[src/sv/matrix_keypad_debounce_latch_defines.svh]
// ----------------------------------------------------------------------------
// Keypad debounce latch assertion macros
// Shared concurrent assertion wrappers for the keypad reader modules.
// ----------------------------------------------------------------------------
`ifndef MATRIX_KEYPAD_DEBOUNCE_LATCH_DEFINES_SVH
`define MATRIX_KEYPAD_DEBOUNCE_LATCH_DEFINES_SVH

// Check a property on every rising clock edge, quiet while reset is high.
`define KPD_ASSERT(lbl, clk, rst, prop, msg) \
   lbl: assert property (@(posedge clk) disable iff (rst) prop) else $error(msg);

// Check a property on every rising clock edge, reset included.
`define KPD_ASSERT_ALWAYS(lbl, clk, prop, msg) \
   lbl: assert property (@(posedge clk) prop) else $error(msg);

`endif

[src/sv/kpd_pkg.sv]
// ----------------------------------------------------------------------------
// Keypad debounce latch package
// Widths, codes and the key-to-ASCII map shared by the keypad reader.
// ----------------------------------------------------------------------------
`timescale 1ns / 1ps

package kpd_pkg;

   localparam int KEY_SLOTS   = 16;
   localparam int KEY_W       = 5;
   localparam int CHAR_W      = 7;
   localparam int TIME_W      = 32;
   localparam int DEBOUNCE_W  = 16;
   localparam int CSR_INDEX_W = 2;
   localparam int CSR_DATA_W  = 16;

   localparam logic [KEY_W-1:0]      NO_KEY         = 5'd16;
   localparam logic [DEBOUNCE_W-1:0] DEBOUNCE_RESET = 16'd20;
   localparam logic [CHAR_W-1:0]     NO_CHAR        = 7'd0;

   typedef enum logic [CSR_INDEX_W-1:0] {
      CSR_SCANNER_ENABLED = 2'd0,
      CSR_DEBOUNCE_MS     = 2'd1
   } csr_index_type;

   // Fixed legend of the 4x4 pad, index row*4+column.
   function automatic logic [CHAR_W-1:0] key_ascii(input logic [3:0] idx);
      logic [CHAR_W-1:0] ch;
      case (idx)
         4'd0:    ch = 7'h44; // D
         4'd1:    ch = 7'h43; // C
         4'd2:    ch = 7'h42; // B
         4'd3:    ch = 7'h41; // A
         4'd4:    ch = 7'h23; // #
         4'd5:    ch = 7'h39; // 9
         4'd6:    ch = 7'h36; // 6
         4'd7:    ch = 7'h33; // 3
         4'd8:    ch = 7'h30; // 0
         4'd9:    ch = 7'h38; // 8
         4'd10:   ch = 7'h35; // 5
         4'd11:   ch = 7'h32; // 2
         4'd12:   ch = 7'h2A; // *
         4'd13:   ch = 7'h37; // 7
         4'd14:   ch = 7'h34; // 4
         4'd15:   ch = 7'h31; // 1
         default: ch = NO_CHAR;
      endcase
      return ch;
   endfunction

endpackage

[src/sv/matrix_keypad_debounce_latch.sv]
// ----------------------------------------------------------------------------
// Matrix keypad debounce latch
// Each request is one poll of the key matrix: a snapshot of pressed keys and
// its millisecond time stamp. The lowest pressed key wins; a reading must stay
// unchanged for debounce_ms before it counts, and a stable key is reported
// once as ASCII (zero otherwise) until a stable release clears the latch.
// Exactly one response follows every request, by way of the input register
// and then the response register, and one poll is taken every cycle while
// the response side does not stall: these two registers surround the
// encoder, the timer compare and the legend lookup, so a new request is
// taken while a finished response still waits.
// ----------------------------------------------------------------------------
`timescale 1ns / 1ps

module matrix_keypad_debounce_latch
   import kpd_pkg::*;
#(
   parameter int ROWS    = 4,
   parameter int COLUMNS = 4
) (
   input  logic                   clock,
   input  logic                   reset,

   input  logic                   csr_write_enable,
   input  logic [CSR_INDEX_W-1:0] csr_index,
   input  logic [CSR_DATA_W-1:0]  csr_write_data,

   input  logic                   req_valid,
   output logic                   req_stall,
   input  logic [KEY_SLOTS-1:0]   req_keys_pressed,
   input  logic [TIME_W-1:0]      req_now_ms,

   output logic                   rsp_valid,
   input  logic                   rsp_stall,
   output logic [CHAR_W-1:0]      rsp_key_char
);

   logic                  scanner_enabled_ff, scanner_enabled_in;
   logic [DEBOUNCE_W-1:0] debounce_ms_ff, debounce_ms_in;

   logic                  in_valid_ff, in_valid_in;
   logic [KEY_SLOTS-1:0]  in_keys_ff, in_keys_in;
   logic [TIME_W-1:0]     in_now_ff, in_now_in;

   logic                  rsp_valid_ff, rsp_valid_in;
   logic [CHAR_W-1:0]     rsp_key_char_ff, rsp_key_char_in;

   logic                  advance;
   logic                  accept;
   logic [KEY_W-1:0]      raw_key;
   logic [CHAR_W-1:0]     key_char;

   // advance the held request whenever the response slot is free or draining
   assign advance   = in_valid_ff && (!rsp_valid_ff || !rsp_stall);
   assign req_stall = in_valid_ff && !advance;
   assign accept    = req_valid && !req_stall;

   always_comb begin
      scanner_enabled_in = scanner_enabled_ff;
      debounce_ms_in     = debounce_ms_ff;
      if (csr_write_enable) begin
         case (csr_index)
            CSR_SCANNER_ENABLED: scanner_enabled_in = csr_write_data[0];
            CSR_DEBOUNCE_MS:     debounce_ms_in     = csr_write_data[DEBOUNCE_W-1:0];
            default: begin
               // drop writes to unknown registers
            end
         endcase
      end
   end

   always_comb begin
      in_valid_in = in_valid_ff;
      in_keys_in  = in_keys_ff;
      in_now_in   = in_now_ff;
      if (accept) begin
         in_valid_in = 1'b1;
         in_keys_in  = req_keys_pressed;
         in_now_in   = req_now_ms;
      end else if (advance) begin
         in_valid_in = 1'b0;
      end
   end

   always_comb begin
      rsp_valid_in    = advance || (rsp_valid_ff && rsp_stall);
      rsp_key_char_in = advance ? key_char : rsp_key_char_ff;
   end

   always_ff @(posedge clock) begin
      if (reset) begin
         scanner_enabled_ff <= 1'b0;
         debounce_ms_ff     <= DEBOUNCE_RESET;
         in_valid_ff        <= 1'b0;
         rsp_valid_ff       <= 1'b0;
      end else begin
         scanner_enabled_ff <= scanner_enabled_in;
         debounce_ms_ff     <= debounce_ms_in;
         in_valid_ff        <= in_valid_in;
         rsp_valid_ff       <= rsp_valid_in;
      end
   end

   always_ff @(posedge clock) begin
      in_keys_ff      <= in_keys_in;
      in_now_ff       <= in_now_in;
      rsp_key_char_ff <= rsp_key_char_in;
   end

   kpd_encode #(
      .ROWS    (ROWS),
      .COLUMNS (COLUMNS)
   ) u_encode (
      .scanner_enabled (scanner_enabled_ff),
      .keys_pressed    (in_keys_ff),
      .raw_key         (raw_key)
   );

   kpd_debounce u_debounce (
      .clock       (clock),
      .reset       (reset),
      .step        (advance),
      .raw_key     (raw_key),
      .now_ms      (in_now_ff),
      .debounce_ms (debounce_ms_ff),
      .key_char    (key_char)
   );

   assign rsp_valid    = rsp_valid_ff;
   assign rsp_key_char = rsp_key_char_ff;

endmodule

[src/sv/kpd_encode.sv]
// ----------------------------------------------------------------------------
// Keypad priority encoder
// Picks the lowest pressed key inside the matrix, or no key when disabled.
// ----------------------------------------------------------------------------
`timescale 1ns / 1ps

module kpd_encode
   import kpd_pkg::*;
#(
   parameter int ROWS    = 4,
   parameter int COLUMNS = 4
) (
   input  logic                 scanner_enabled,
   input  logic [KEY_SLOTS-1:0] keys_pressed,
   output logic [KEY_W-1:0]     raw_key
);

   // Keys beyond the matrix or beyond the snapshot are never seen.
   localparam int KEY_COUNT = (ROWS * COLUMNS < KEY_SLOTS) ? ROWS * COLUMNS : KEY_SLOTS;

   always_comb begin
      raw_key = NO_KEY;
      // scan downwards so the lowest pressed index is the last to win
      for (int i = KEY_SLOTS - 1; i >= 0; i--) begin
         if (scanner_enabled && keys_pressed[i] && (i < KEY_COUNT)) begin
            raw_key = KEY_W'(i);
         end
      end
   end

endmodule

[src/sv/kpd_debounce.sv]
// ----------------------------------------------------------------------------
// Keypad debounce and report latch
// Tracks reading changes against the poll time and reports a stable key once.
// ----------------------------------------------------------------------------
`timescale 1ns / 1ps
`include "matrix_keypad_debounce_latch_defines.svh"

module kpd_debounce
   import kpd_pkg::*;
(
   input  logic                  clock,
   input  logic                  reset,
   input  logic                  step,
   input  logic [KEY_W-1:0]      raw_key,
   input  logic [TIME_W-1:0]     now_ms,
   input  logic [DEBOUNCE_W-1:0] debounce_ms,
   output logic [CHAR_W-1:0]     key_char
);

   logic [KEY_W-1:0]  last_seen_key_ff, last_seen_key_in;
   logic [KEY_W-1:0]  reported_key_ff, reported_key_in;
   logic [TIME_W-1:0] change_time_ff, change_time_in;

   logic              changed;
   logic              settling;
   logic              fresh_press;
   logic [TIME_W-1:0] elapsed;

   assign changed     = (raw_key != last_seen_key_ff);
   // wrapping subtraction copes with the millisecond counter rolling over
   assign elapsed     = now_ms - change_time_ff;
   assign settling    = (elapsed < {{(TIME_W - DEBOUNCE_W){1'b0}}, debounce_ms});
   assign fresh_press = !changed && !settling && (raw_key != NO_KEY)
                        && (raw_key != reported_key_ff);
   assign key_char    = fresh_press ? key_ascii(raw_key[3:0]) : NO_CHAR;

   always_comb begin
      last_seen_key_in = last_seen_key_ff;
      reported_key_in  = reported_key_ff;
      change_time_in   = change_time_ff;
      if (step) begin
         if (changed) begin
            // restart the timer on any new reading
            last_seen_key_in = raw_key;
            change_time_in   = now_ms;
         end else if (!settling) begin
            if (raw_key == NO_KEY) begin
               reported_key_in = NO_KEY;
            end else begin
               reported_key_in = raw_key;
            end
         end
      end
   end

   always_ff @(posedge clock) begin
      if (reset) begin
         last_seen_key_ff <= NO_KEY;
         reported_key_ff  <= NO_KEY;
         change_time_ff   <= '0;
      end else begin
         last_seen_key_ff <= last_seen_key_in;
         reported_key_ff  <= reported_key_in;
         change_time_ff   <= change_time_in;
      end
   end

   `KPD_ASSERT(a_report_latches, clock, reset, (step && key_char != NO_CHAR) |=> (reported_key_ff == $past(raw_key)), "reported key not latched after a report")
   `KPD_ASSERT(a_change_restarts, clock, reset, (step && changed) |=> (last_seen_key_ff == $past(raw_key) && change_time_ff == $past(now_ms)), "reading change did not restart the timer")
   `KPD_ASSERT(a_idle_holds, clock, reset, !step |=> ($stable(last_seen_key_ff) && $stable(reported_key_ff) && $stable(change_time_ff)), "debounce state moved without a request")

endmodule

[config.mk]
export PLATFORM = sky130hd
export DESIGN_NAME = matrix_keypad_debounce_latch
export DESIGN_NICKNAME = d
export VERILOG_FILES = /design/src/sv/kpd_pkg.sv /design/src/sv/matrix_keypad_debounce_latch.sv /design/src/sv/kpd_encode.sv /design/src/sv/kpd_debounce.sv
export VERILOG_INCLUDE_DIRS = /design/src /design/src/sv
export SDC_FILE = /design/constraint.sdc
export NUM_CORES = 1
export LEC_CHECK = 0
export BUFFER_PORTS_ARGS = -buffer_cell sky130_fd_sc_hd__buf_2
export CAP_MARGIN = 20
export CORE_MARGIN = 5
export CORE_UTILIZATION = 30
export CTS_CLUSTER_SIZE = 10
export DETAILED_ROUTE_END_ITERATION = 16
export GPL_ROUTABILITY_DRIVEN = 0
export PLACE_DENSITY = 0.47
export SETUP_SLACK_MARGIN = 0.5
export SYNTH_ARGS = -nofsm -noshare
export SYNTH_HDL_FRONTEND = slang
export SYNTH_HIERARCHICAL = 1
export SYNTH_SLANG_ARGS = --single-unit
[constraint.sdc]
create_clock -name clock -period 5.3 [get_ports clock]
set_input_delay 1.06 -clock clock [delete_from_list [all_inputs] [get_ports clock]]
set_output_delay 1.06 -clock clock [all_outputs]
set_load 0.02 [all_outputs]
* Word level (Yosys, flattened, before mapping)
Memories as Yosys holds them, arrays and structs flattened. A register that Yosys moved wholly into a read port is not among the register bits.
Index checks and enable logic that the tools add are counted.
** Storage, ports and cells
- Flip-flop bits (word level) :: 109
- Output and inout bits :: 9
- Memory bits (read-only) :: 112
- Word-level logic and storage cells :: 76
- Memories kept :: 1
- Input port bits :: 71
** Memories
- (name not given) :: words 16, width 7, read ports 1, clocked after memory_dff 1, write ports 0, line kpd_pkg.sv:29 : case (idx)
** Operators by class
- Muxes and demuxes :: 19
- Bitwise gates (word level) :: 2
- Reductions and logical operators :: 38
- Add/sub/neg operators :: 1
- $lt $le $gt $ge :: 1
- Equality and inequality tests :: 5
** Operator list (number)
- $mux W5 :: 17
- $lt A32 B16 Y1 :: 1
- $sub A32 B32 Y32 :: 1
- $logic_and A1 B1 Y1 :: 23
- $ne A5 B5 Y1 :: 2
- $logic_not A1 Y1 :: 7
- $reduce_and A2 Y1 :: 3
- $eq A5 B5 Y1 const B :: 1
- $ne A5 B5 Y1 const B :: 1
- $reduce_and A3 Y1 :: 1
- $eq A2 B1 Y1 const B :: 1
- $logic_not A2 Y1 :: 1
- $logic_or A1 B1 Y1 :: 2
- $mux W1 :: 2
- $not A1 Y1 :: 2
- $reduce_bool A2 Y1 :: 1

* Longest topological paths before layout
Gate-level depths: netlist (run 1).
- Word-level depth :: 23
- Gate-level depth with buffers :: 20
- Mapped depth without buffers :: 19

* Modules after synthesis
The synthesis (run 1) kept the hierarchy.
** By module, submodules not included
- kpd_debounce :: cells each 628, seq. area each 840.8 µm², times used 1, area each 4595.7 µm²
- matrix_keypad_debounce_latch :: cells each 139, seq. area each 2031.9 µm², times used 1, area each 2494.9 µm²
- kpd_encode :: cells each 34, seq. area each 0.0 µm², times used 1, area each 234.0 µm²

* Worst setup path before layout (run 1)
No wires, ideal clock.
- Kind :: reg-to-reg
- From :: reg in_now_ff[0]
- To :: reg u_debounce.reported_key_ff[0]
- Data arrival time :: 3.766 ns
- Cell stages (with the launch flop) :: 20
- Period minus slack after synthesis :: 3.888 ns
- Buffers on the path :: 1
- Setup time :: 0.121 ns
- Data required time :: 5.179 ns
- Slack :: 1.412 ns
- Cell sequence :: edfxtp_1 -> inv_1 -> ha_1 -> fa_1 -> nand2b_1 -> a21oi_2 -> o21ai_1 -> a211o_1 -> nand2_1 -> xor2_1 -> ha_1 -> nor2b_1 -> o21ai_0 -> o2111ai_1 -> nor4_1 -> o2111a_1 -> nand4_2 -> and3_4 -> buf_6 -> mux2_4
** Between the ends
- Word-level cells in the longest chain between the ends :: 4
** RTL lines
- start: declaration :: line matrix_keypad_debounce_latch.sv:43 : logic [TIME_W-1:0] in_now_ff, in_now_in;
- start signal: assignment :: line matrix_keypad_debounce_latch.sv:106 : in_now_ff <= in_now_in;
- $sub A32 B32 Y32 :: line kpd_debounce.sv:31 : assign elapsed = now_ms - change_time_ff;
- $lt A32 B16 Y1 :: line kpd_debounce.sv:32 : assign settling = (elapsed < {{(TIME_W - DEBOUNCE_W){1'b0}}, debounce_ms});
- $not A1 Y1 (no line)
- $reduce_and A3 Y1 (no line)
- end signal: assignment :: line kpd_debounce.sv:63 : reported_key_ff <= reported_key_in;
- end: declaration :: line kpd_debounce.sv:21 : logic [KEY_W-1:0] reported_key_ff, reported_key_in;
No other way between the ends.
A chain may end at the register's enable or synchronous reset.

* Final worst setup path (run 1)
- From :: reg in_now_ff[0]
- To :: reg u_debounce.reported_key_ff[1]
Same word-level chain as after synthesis.

==> impl_metrics.json, run 1 <==
{
  "stdcell_area_mm2": 0.00861,
  "antenna-diode-count": 0,
  "synth_most_common_cell": "sky130_fd_sc_hd__nand2_1",
  "first_global_vias": 5933,
  "ys_top_cells_by_area": "sky130_fd_sc_hd__edfxtp_1, sky130_fd_sc_hd__dfxtp_1, sky130_fd_sc_hd__ha_1",
  "hold_path_depth": 2,
  "viasPerCell": 4.87,
  "global_route_wire_length_before_repair_mm": 30.6,
  "worst_clock_skew_ns": 0.00975,
  "post_cts.resized_instances": 0,
  "clk-insertion-delay-late_ns": 0.42,
  "synth_enable_flop_cells": 55,
  "rows": 57,
  "worst-slew-pin-transition_ns": 1.02,
  "dieArea_mm2": 0.0276,
  "hold_violations": 0,
  "cp-end-kind": "register",
  "post_drt_wl_per_cell_um": 15.5,
  "initialDrtViolationCount": 319,
  "synth.cells.most_frequent": "sky130_fd_sc_hd__nand2_1, sky130_fd_sc_hd__a21oi_1, sky130_fd_sc_hd__inv_1",
  "critPathRequiredTime_ns": 5.61,
  "crit-reg2reg-capture": "u_debounce/reported_key_ff[1]$_SDFFE_PP0P_",
  "synth-seq-cells": 116,
  "globalRouteTotalUtil_pct": 13.7,
  "synth-async-reset-ratio_pct": 0,
  "drt_pass1_iterations": 6,
  "synth_cell_type_count": 80,
  "finish.utilization_pct": 35.6,
  "synth.yosys.seq_area_share_pct": 39.2,
  "cts-htree-levels": 4,
  "floorplan.initialDensity_pct": 30.3,
  "dpl-instance-area_mm2": 0.00799,
  "synthCells": 801,
  "reg2regPathDepth": 18,
  "hold-path-endpoint": "u_debounce/change_time_ff[2]$_SDFFE_PP0P_",
  "slew_viol_final": 0,
  "io_port_bufs": 79,
  "path_class": "reg -> reg",
  "cp.arrival_ns": 4.61,
  "grt_setup_unrepaired": "no",
  "core_region_area_mm2": 0.0242,
  "timing.final.crit_share_pct": 81.2,
  "place.detailed.instances": 1179,
  "clock-root-buffer": "sky130_fd_sc_hd__clkbuf_16",
  "setup_total_negative_slack_ns": 0,
  "outcome": "completed",
  "crit_path_max_fanout": 7,
  "finalWirelength_mm": 18.7,
  "cts_num_sinks": 116,
  "cts_inserted_buffers": 17,
  "setup.worst_path.start_class": "register",
  "worst_hold_path_type": "reg -> reg",
  "post_cts_buffers": 0,
  "synth_area_per_cell_um2": 9.14,
  "reg2reg_slack_ns": 1.0,
  "drc": 0,
  "hold_path_startpoint": "u_debounce/change_time_ff[2]$_SDFFE_PP0P_",
  "syn-cell-area_mm2": 0.00732,
  "max_transition_margin_pct": 31.7,
  "dp.final_hpwl_mm": 14.4,
  "grt_antenna_before_repair": 1,
  "timing.final.crit_period_ns": 4.30,
  "synth_largest_type_area_fraction_pct": 22.5,
  "area_growth_syn_to_layout_pct": 17.5,
  "clock_tree.buffer_depth": 2,
  "cts_tree": "built",
  "nNetsFinal": 999,
  "die_height_um": 166,
  "layout-drive-gt1-share_pct": 18.8,
  "power.static_leakage_nw": 3.22,
  "layoutNonFillerInstCount": 1211,
  "synth_area_leader_cell": "sky130_fd_sc_hd__edfxtp_1",
  "postRouteAntennaNets": 0,
  "cts_hold_buffers": 0,
  "cellPowerDensity_mw_per_mm2": 323,
  "route.vias.total": 5897,
  "globalRouteOverflowTotal": 0,
  "reg2reg_from": "in_now_ff[0]$_DFFE_PP_",
  "fp.dieW_um": 166,
  "fin_hold_ws_ns": 0.452,
  "synthFlopType": "sky130_fd_sc_hd__dfxtp_1",
  "report.power.total_mw": 2.78,
  "yosysWarningCount": 6,
  "grt_max_degree": 51,
  "setup_slack_ns": 0.995,
  "fmax_mhz": 232,
  "design.portCount": 80,
  "clock_pin_slew_worst_setup_and_hold_paths_ns": 0.06,
  "finalSetupViolations": 0,
  "timing.max_cap.violations": 0,
  "ir_worst_vdd_mv": 0.174,
  "synth_nets": 926,
  "dp_worst_setup_slack_ns": 0.979
}
-- flip-flops by register name, summed over array words and instances, names as in the netlist --
name,count
u_debounce/last_seen_key_ff,5
scanner_enabled_ff,1
rsp_key_char,7
debounce_ms_ff,16
in_valid_ff,1
u_debounce/change_time_ff,32
rsp_valid,1
u_debounce/reported_key_ff,5
in_now_ff,32
in_keys_ff,16
-- routing by layer --
layer	wire length, um	up-vias	GRT usage (%)
met1	8180	2748	16.4
met3	957	29	3.90
met2	9240	117	23.5
met4	357	2	4.55
met5	7	-	0
li1	-	3001	-
-- placed cells by master (no fill, tap or decap), types with 6 or more instances in the layout --
| cell type | count |
|---|---|
| sky130_fd_sc_hd__edfxtp_1 | 55 |
| sky130_fd_sc_hd__ha_1 | 53 |
| sky130_fd_sc_hd__o21a_1 | 8 |
| sky130_fd_sc_hd__nand4_1 | 10 |
| sky130_fd_sc_hd__xor2_1 | 11 |
| sky130_fd_sc_hd__nand2_1 | 111 |
| sky130_fd_sc_hd__buf_4 | 6 |
| sky130_fd_sc_hd__o211ai_1 | 7 |
| sky130_fd_sc_hd__o21ai_0 | 28 |
| sky130_fd_sc_hd__nor2_1 | 45 |
| sky130_fd_sc_hd__nand2b_1 | 45 |
| sky130_fd_sc_hd__mux2i_1 | 25 |
| sky130_fd_sc_hd__nor4_1 | 6 |
| sky130_fd_sc_hd__clkbuf_16 | 18 |
| sky130_fd_sc_hd__buf_2 | 79 |
| sky130_fd_sc_hd__xnor2_1 | 17 |
| sky130_fd_sc_hd__dfxtp_1 | 61 |
| sky130_fd_sc_hd__a211oi_1 | 6 |
| sky130_fd_sc_hd__a21o_1 | 6 |
| sky130_fd_sc_hd__inv_1 | 63 |
| sky130_fd_sc_hd__nor3_1 | 12 |
| sky130_fd_sc_hd__a21oi_2 | 10 |
| sky130_fd_sc_hd__o21ai_1 | 6 |
| sky130_fd_sc_hd__nand3_1 | 11 |
| sky130_fd_sc_hd__a21oi_1 | 69 |
-- cells by family after synthesis --
kind of cell	count (synthesis)	share of synthesized area [%]
and+or+nand+nor	280	19.3
AOI/OAI and AO/OA	198	18.3
DFF	116	39.2
buffers and inverters	94	5.94
adders and majority gates	54	9.33
muxes	31	4.60
xor gates and xnor gates	28	3.35
-- power breakdown --
group,switching (mW),leakage [nW],internal (mW)
clock network,0.439,0.297,0.770
logic,0.336,1.89,0.218
registers,0.0271,1.03,0.989
total,0.802,3.22,1.98
-- critical path, stage by stage, from the launching register on --
cell	delay [ns]
sky130_fd_sc_hd__edfxtp_1	0.36
sky130_fd_sc_hd__inv_1	0.05
sky130_fd_sc_hd__ha_1	0.21
sky130_fd_sc_hd__fa_1	0.41
sky130_fd_sc_hd__nand2b_1	0.19
sky130_fd_sc_hd__a21oi_2	0.19
sky130_fd_sc_hd__o21ai_1	0.13
sky130_fd_sc_hd__a211o_1	0.34
sky130_fd_sc_hd__nand2_1	0.09
sky130_fd_sc_hd__xor2_1	0.15
sky130_fd_sc_hd__ha_1	0.26
sky130_fd_sc_hd__nor2b_1	0.14
sky130_fd_sc_hd__o21ai_0	0.19
sky130_fd_sc_hd__o2111ai_1	0.14
sky130_fd_sc_hd__nor4_1	0.33
sky130_fd_sc_hd__o2111a_1	0.24
sky130_fd_sc_hd__nand4_2	0.19
sky130_fd_sc_hd__and3_4	0.30
sky130_fd_sc_hd__mux2_4	0.29
-- area by class of cell --
class	count	area [um2]
clock inverter	14	170
timing repair buffer	85	440
sequential	116	2870
tap	324	405
inverter	63	236
fill	2515	15600
multi-input combinational	591	4030
clock buffer	18	450
-- worst max-delay path by stage --
stage,from,to,slack [ns],cells after the start
after detailed placement,in_now_ff[0]$_DFFE_PP_,u_debounce/reported_key_ff[0]$_SDFFE_PP0P_,0.98,18
after CTS,in_now_ff[0]$_DFFE_PP_,u_debounce/reported_key_ff[0]$_SDFFE_PP0P_,0.97,18
final,in_now_ff[0]$_DFFE_PP_,u_debounce/reported_key_ff[1]$_SDFFE_PP0P_,1.0,18
after global placement,in_now_ff[0]$_DFFE_PP_,u_debounce/reported_key_ff[1]$_SDFFE_PP0P_,1.10,18
after global routing,in_now_ff[0]$_DFFE_PP_,u_debounce/reported_key_ff[0]$_SDFFE_PP0P_,0.66,18
after floorplan,in_now_ff[0]$_DFFE_PP_,u_debounce/reported_key_ff[0]$_SDFFE_PP0P_,1.41,19
Note: power is estimated with default switching activity, not from simulation.
==> run 2: changes to the inputs <==
clock period = 4.3 ns   (was 5.3 ns; I/O delays follow)
==> run 2 against run 1 <==
Sequential cell count did not move. Sequential share of layout area fell by 0.82 points. Largest cell class unchanged. Via count rose by 1.8%.
==> impl_metrics.json, run 2 (same netlist as run 1, synthesis figures left out) <==
{
  "outcome": "completed",
  "hold_path_depth": 2,
  "grt_max_degree": 42,
  "globalRouteOverflowTotal": 0,
  "crit_path_max_fanout": 5,
  "finalSetupViolations": 0,
  "finalWirelength_mm": 19.0,
  "core_region_area_mm2": 0.0242,
  "post_drt_wl_per_cell_um": 15.5,
  "cts_num_sinks": 116,
  "setup.worst_path.start_class": "register",
  "clock_pin_slew_worst_setup_and_hold_paths_ns": 0.06,
  "die_height_um": 166,
  "fmax_mhz": 260,
  "grt_antenna_before_repair": 3,
  "pwr-share-clk_pct": 41.7,
  "nNetsFinal": 1015,
  "worst_clock_skew_ns": 0.00638,
  "seq_power_share_pct": 37.0,
  "crit_chain": "inv_2 > ha_4 > fa_2 > nand2b_4 > a21oi_4 > o21ai_2 > a211o_1 > nand2_1 > xor2_1 > ha_1 > nor2b_1 > o21ai_1 > o2111ai_1 > nor4_1 > o2111a_1 > nand4_4 > and3_4 > mux2_4",
  "cts_tree": "built",
  "cellPowerDensity_mw_per_mm2": 384,
  "worst-slew-pin-transition_ns": 1.10,
  "globalRouteTotalUtil_pct": 13.8,
  "global_route_wire_length_before_repair_mm": 31.0,
  "cp-end-kind": "register",
  "antenna-diode-count": 0,
  "ir_worst_vdd_mv": 0.187,
  "setup_slack_ns": 0.447,
  "first_global_vias": 5868,
  "mostFrequentLayoutCell": "sky130_fd_sc_hd__nand2_1",
  "cts_inserted_buffers": 17,
  "dieArea_mm2": 0.0276,
  "clock-root-buffer": "sky130_fd_sc_hd__clkbuf_16",
  "grt_setup_unrepaired": "yes",
  "setup_total_negative_slack_ns": 0,
  "layout-drive-gt1-share_pct": 21.8,
  "slew_viol_final": 0,
  "area_growth_syn_to_layout_pct": 20.5,
  "power.static_leakage_nw": 3.28,
  "cts-htree-levels": 4,
  "fp.dieW_um": 166,
  "timing.critical_path.buf_inv": 1,
  "top_layer_used": "met5",
  "viasPerCell": 4.89,
  "path_class": "reg -> reg",
  "wl_met2_mm": 9.02,
  "met1Wirelength_mm": 8.83,
  "timing.max_cap.violations": 0,
  "cts_hold_buffers": 0,
  "internal_power_mw": 2.39,
  "drc": 0,
  "max_transition_margin_pct": 26.6,
  "reg2reg_slack_ns": 0.45,
  "fillers": 2488,
  "fin_hold_ws_ns": 0.453,
  "reg2regPathDepth": 18,
  "place.detailed.instances": 1184,
  "timing.final.crit_period_ns": 3.85,
  "hold_violations": 0,
  "reg2reg_from": "in_now_ff[0]$_DFFE_PP_",
  "clock_tree.buffer_depth": 2,
  "dpl-instance-area_mm2": 0.00804,
  "mostFrequentLayoutCells": "sky130_fd_sc_hd__nand2_1, sky130_fd_sc_hd__buf_2, sky130_fd_sc_hd__a21oi_1",
  "critPathRequiredTime_ns": 4.60,
  "clk-insertion-delay-late_ns": 0.42,
  "cp_slowest_cell": "sky130_fd_sc_hd__edfxtp_1",
  "power.net_switching_mw": 1.00,
  "rows": 57,
  "hold-path-endpoint": "u_debounce/change_time_ff[25]$_SDFFE_PP0P_",
  "crit-reg2reg-capture": "u_debounce/reported_key_ff[1]$_SDFFE_PP0P_",
  "worst_hold_path_type": "reg -> reg",
  "io_port_bufs": 79,
  "switching_share_pct": 29.6,
  "dp_worst_setup_slack_ns": 0.138,
  "pwr-share-comb_pct": 21.3,
  "dp.final_hpwl_mm": 14.2,
  "drt_pass1_iterations": 5,
  "hold_path_startpoint": "u_debounce/change_time_ff[25]$_SDFFE_PP0P_",
  "sequential_cell_area_mm2": 0.00287,
  "postRouteAntennaNets": 0,
  "met3RoutedLength_um": 885,
  "stdcell_area_mm2": 0.00882,
  "reg_top3": "in_now_ff: 32 flops, u_debounce/change_time_ff: 32 flops",
  "timing.final.crit_share_pct": 89.6,
  "initialDrtViolationCount": 336,
  "cpLargestDelayFamily": "simple AND/OR/NAND/NOR gates",
  "cp.arrival_ns": 4.15,
  "design.portCount": 80,
  "cp_slowest_stage_delay_ns": 0.36,
  "floorplan.initialDensity_pct": 30.3,
  "route.vias.total": 6004,
  "layoutNonFillerInstCount": 1227,
  "multiInputGateArea_mm2": 0.00416
}
[run 2: cell types whose count changed in the layout (fill, tap and decap cells not counted), sizes merged]
cell	before	now
clkbuf	18	19
clkinv	3	2
inv	68	67
bufinv	3	2
buf	85	101
clkinvlp	3	5
[run 2: repair_timing]
item / in CTS / in global routing
endpoints found under the setup margin: 12 / 12
gates resized for setup: 16 / 4
buffers inserted: 7 / 4
pin swaps: 8 / 2
[run 2: how the worst max path moves through the flow]
stage	from	end	slack, ns	depth (start not counted)
finish	in_now_ff[0]$_DFFE_PP_	u_debounce/reported_key_ff[1]$_SDFFE_PP0P_	0.45	18
floorplan	in_now_ff[0]$_DFFE_PP_	u_debounce/reported_key_ff[0]$_SDFFE_PP0P_	0.50	19
CTS	in_now_ff[0]$_DFFE_PP_	u_debounce/reported_key_ff[1]$_SDFFE_PP0P_	0.46	18
global placement	in_now_ff[0]$_DFFE_PP_	u_debounce/reported_key_ff[1]$_SDFFE_PP0P_	0.17	18
global route	in_now_ff[0]$_DFFE_PP_	u_debounce/reported_key_ff[1]$_SDFFE_PP0P_	0.25	18
detailed placement	in_now_ff[0]$_DFFE_PP_	u_debounce/reported_key_ff[0]$_SDFFE_PP0P_	0.14	18
[run 2: metal layers]
layer / vias up / track usage, %
li1: 3029 / -
met3: 24 / 3.24
met2: 130 / 23.0
met1: 2815 / 17.6
met5: - / 0
met4: 6 / 4.38
[run 2: metrics by stage]
step,utilization (%),power [mW]
floorplan,-,1.77
global route,36.5,3.58
finish,36.5,3.39
global placement,33.3,1.97
detailed placement,33.3,1.97
CTS,36.3,3.43
[run 2: tightest hold or removal path, delay by kind of cell, from the launching register on]
family          cells  cell delay [ns]
simple gates        1             0.05
compound gates      1             0.05
flops               1             0.30
[run 2: layout make-up]
cell class | instances | area share [%]
Clock buffer | 19 | 5.02
Multi-Input combinational cell | 591 | 47.1
Clock inverter | 13 | 1.66
Inverter | 63 | 2.68
Sequential cell | 116 | 32.6
Tap cell | 324 | 4.59
Timing Repair Buffer | 101 | 6.35
[run 2: power by group through the flow]
stage	combinational, mW	clock (mW)	sequential [mW]
after floorplan	0.501	0	1.27
after global placement	0.698	0	1.28
after detailed placement	0.691	0	1.28
after CTS	0.720	1.46	1.25
after global routing	0.804	1.51	1.26
final	0.721	1.41	1.25
==> run 3: changes to the inputs <==
CORE_UTILIZATION = 50   (was 30)
GPL_TIMING_DRIVEN = 0   (was unset)
PLACE_DENSITY = 0.71   (was 0.47)
==> run 3 against run 2 <==
First-iteration DRC count up 19%. Final cell count is 9.1% lower. Clock power increased by 11%. Clock-buffer cell count unchanged. Design area is 1.4% higher. Sequential power about the same. Fmax down 3.7%. Global-route usage increased by 7.2 points. Critical endpoint unchanged.
==> impl_metrics.json, run 3 (same netlist as run 1, synthesis figures left out) <==
{
  "global_route_wire_length_before_repair_mm": 28.3,
  "post_drt_wl_per_cell_um": 15.9,
  "cellPowerDensity_mw_per_mm2": 400,
  "clk-insertion-delay-late_ns": 0.41,
  "design.portCount": 80,
  "finalWirelength_mm": 17.7,
  "worst_clock_skew_ns": 0.00625,
  "slew_viol_final": 0,
  "reg2regPathDepth": 18,
  "cts_tree": "built",
  "io_port_bufs": 79,
  "timing.max_cap.violations": 0,
  "reg_top3": "in_now_ff: 32 flops, u_debounce/change_time_ff: 32 flops",
  "hold-path-endpoint": "u_debounce/change_time_ff[29]$_SDFFE_PP0P_",
  "first_global_vias": 6052,
  "hold_path_depth": 2,
  "power.net_switching_mw": 0.973,
  "fillers": 1278,
  "dp.final_hpwl_mm": 13.1,
  "finalSetupViolations": 0,
  "crit-reg2reg-capture": "u_debounce/reported_key_ff[1]$_SDFFE_PP0P_",
  "dpl-instance-area_mm2": 0.00800,
  "worst-slew-pin-transition_ns": 0.767,
  "layout-drive-gt1-share_pct": 23.1,
  "pwr-share-comb_pct": 21.2,
  "critPathRequiredTime_ns": 4.60,
  "rows": 44,
  "mostFrequentLayoutCell": "sky130_fd_sc_hd__nand2_1",
  "cp.arrival_ns": 4.30,
  "cp-end-kind": "register",
  "area_growth_syn_to_layout_pct": 22.1,
  "timing.final.crit_period_ns": 4.00,
  "worst_hold_path_type": "reg -> reg",
  "reg2reg_from": "in_now_ff[0]$_DFFE_PP_",
  "path_class": "reg -> reg",
  "cts_num_sinks": 116,
  "fmax_mhz": 250,
  "cts_hold_buffers": 0,
  "globalRouteTotalUtil_pct": 20.9,
  "die_height_um": 131,
  "power.static_leakage_nw": 3.43,
  "grt_max_degree": 34,
  "clock-root-buffer": "sky130_fd_sc_hd__clkbuf_16",
  "reg2reg_slack_ns": 0.30,
  "hold_violations": 0,
  "floorplan.initialDensity_pct": 50.8,
  "nNetsFinal": 1043,
  "dieArea_mm2": 0.0172,
  "drc": 0,
  "clock_tree.buffer_depth": 2,
  "cts-htree-levels": 4,
  "antenna-diode-count": 0,
  "switching_share_pct": 27.2,
  "timing.final.crit_share_pct": 93.0,
  "fin_hold_ws_ns": 0.453,
  "fp.dieW_um": 131,
  "cts_inserted_buffers": 17,
  "report.power.total_mw": 3.58,
  "mostFrequentLayoutCells": "sky130_fd_sc_hd__nand2_1, sky130_fd_sc_hd__buf_2, sky130_fd_sc_hd__a21oi_1",
  "clock_pin_slew_worst_setup_and_hold_paths_ns": 0.06,
  "grt_antenna_before_repair": 0,
  "postRouteAntennaNets": 0,
  "ir_worst_vdd_mv": 0.312,
  "globalRouteOverflowTotal": 0,
  "crit_path_max_fanout": 5,
  "stdcell_area_mm2": 0.00894,
  "seq_power_share_pct": 35.0,
  "pwr-share-clk_pct": 43.8,
  "drt_pass1_iterations": 5,
  "internal_power_mw": 2.61,
  "core_region_area_mm2": 0.0144,
  "max_transition_margin_pct": 48.6,
  "outcome": "completed",
  "grt_setup_unrepaired": "yes",
  "route.vias.total": 6230,
  "hold_path_startpoint": "u_debounce/change_time_ff[29]$_SDFFE_PP0P_",
  "initialDrtViolationCount": 400,
  "setup.worst_path.start_class": "register",
  "viasPerCell": 5.59
}
[run 3: power groups by stage]
stage | Clock [mW] | Sequential (mW) | Combinational (mW)
2_1_floorplan | 0 | 1.27 | 0.501
3_3_place_gp | 0 | 1.28 | 0.672
3_5_place_dp | 0 | 1.27 | 0.684
4_1_cts | 1.60 | 1.25 | 0.718
5_1_grt | 1.64 | 1.26 | 0.835
6_report | 1.57 | 1.25 | 0.759
[run 3: stage by stage]
stage	utilization (%)	TNS, ns	std cells	setup slack, ns
2_1_floorplan	-	0	801	0.504
3_3_place_gp	55.2	-6.87	1064	-0.148
3_5_place_dp	55.5	-0.0685	1066	-0.0372
4_1_cts	60.9	0	1106	0.243
5_1_grt	62.0	0	1115	0.144
6_report	62.0	0	1115	0.300
[run 3: repair_timing]
item | 4_1_cts | 5_1_grt
setup buffers | 8 | 9
gates resized for setup | 15 | 18
setup endpoints to repair | 12 | 23
endpoints found under the hold margin | 0 | 0
pin swaps | 14 | 12
[run 3: final cells by class]
| type | instances | area, um2 | area share (%) |
|---|---|---|---|
| Multi-Input combinational cell | 591 | 4180 | 46.8 |
| Sequential cell | 116 | 2870 | 32.1 |
| Timing Repair Buffer | 98 | 558 | 6.24 |
| Clock buffer | 19 | 464 | 5.19 |
| Inverter | 63 | 236 | 2.64 |
| Tap cell | 184 | 230 | 2.57 |
| Clock inverter | 13 | 201 | 2.25 |
| Buffer | 31 | 199 | 2.22 |
[run 3: worst max-delay path: stages, from the launching register on]
cell,delay (ns)
sky130_fd_sc_hd__edfxtp_1,0.34
sky130_fd_sc_hd__inv_1,0.05
sky130_fd_sc_hd__ha_2,0.18
sky130_fd_sc_hd__fa_2,0.35
sky130_fd_sc_hd__nand2b_4,0.17
sky130_fd_sc_hd__a21oi_4,0.20
sky130_fd_sc_hd__buf_4,0.15
sky130_fd_sc_hd__nor2_1,0.06
sky130_fd_sc_hd__xnor2_1,0.17
sky130_fd_sc_hd__ha_1,0.27
sky130_fd_sc_hd__and3_1,0.20
sky130_fd_sc_hd__a211oi_1,0.21
sky130_fd_sc_hd__o21ai_0,0.11
sky130_fd_sc_hd__a31oi_1,0.37
sky130_fd_sc_hd__o2111a_1,0.33
sky130_fd_sc_hd__nand4_4,0.15
sky130_fd_sc_hd__and3_4,0.19
sky130_fd_sc_hd__buf_6,0.12
sky130_fd_sc_hd__mux2_4,0.29
[run 3: how the worst max path moves through the flow]
| stage | startpoint | to | slack, ns | depth (start not counted) |
|---|---|---|---|---|
| after global placement | rsp_stall | in_now_ff[22]$_DFFE_PP_ | -0.15 | 4 |
| after global routing | in_now_ff[0]$_DFFE_PP_ | u_debounce/reported_key_ff[1]$_SDFFE_PP0P_ | 0.14 | 20 |
| after CTS | in_now_ff[0]$_DFFE_PP_ | u_debounce/reported_key_ff[1]$_SDFFE_PP0P_ | 0.24 | 19 |
| final | in_now_ff[0]$_DFFE_PP_ | u_debounce/reported_key_ff[1]$_SDFFE_PP0P_ | 0.30 | 18 |
| after detailed placement | in_now_ff[0]$_DFFE_PP_ | u_debounce/reported_key_ff[1]$_SDFFE_PP0P_ | -0.04 | 19 |
| after floorplan | in_now_ff[0]$_DFFE_PP_ | u_debounce/reported_key_ff[0]$_SDFFE_PP0P_ | 0.50 | 19 |
[run 3: metal layers]
metal	wire, um	GRT usage [%]
met1	7640	25.8
met2	8740	35.7
met3	958	5.24
met4	334	7.14
met5	0	0
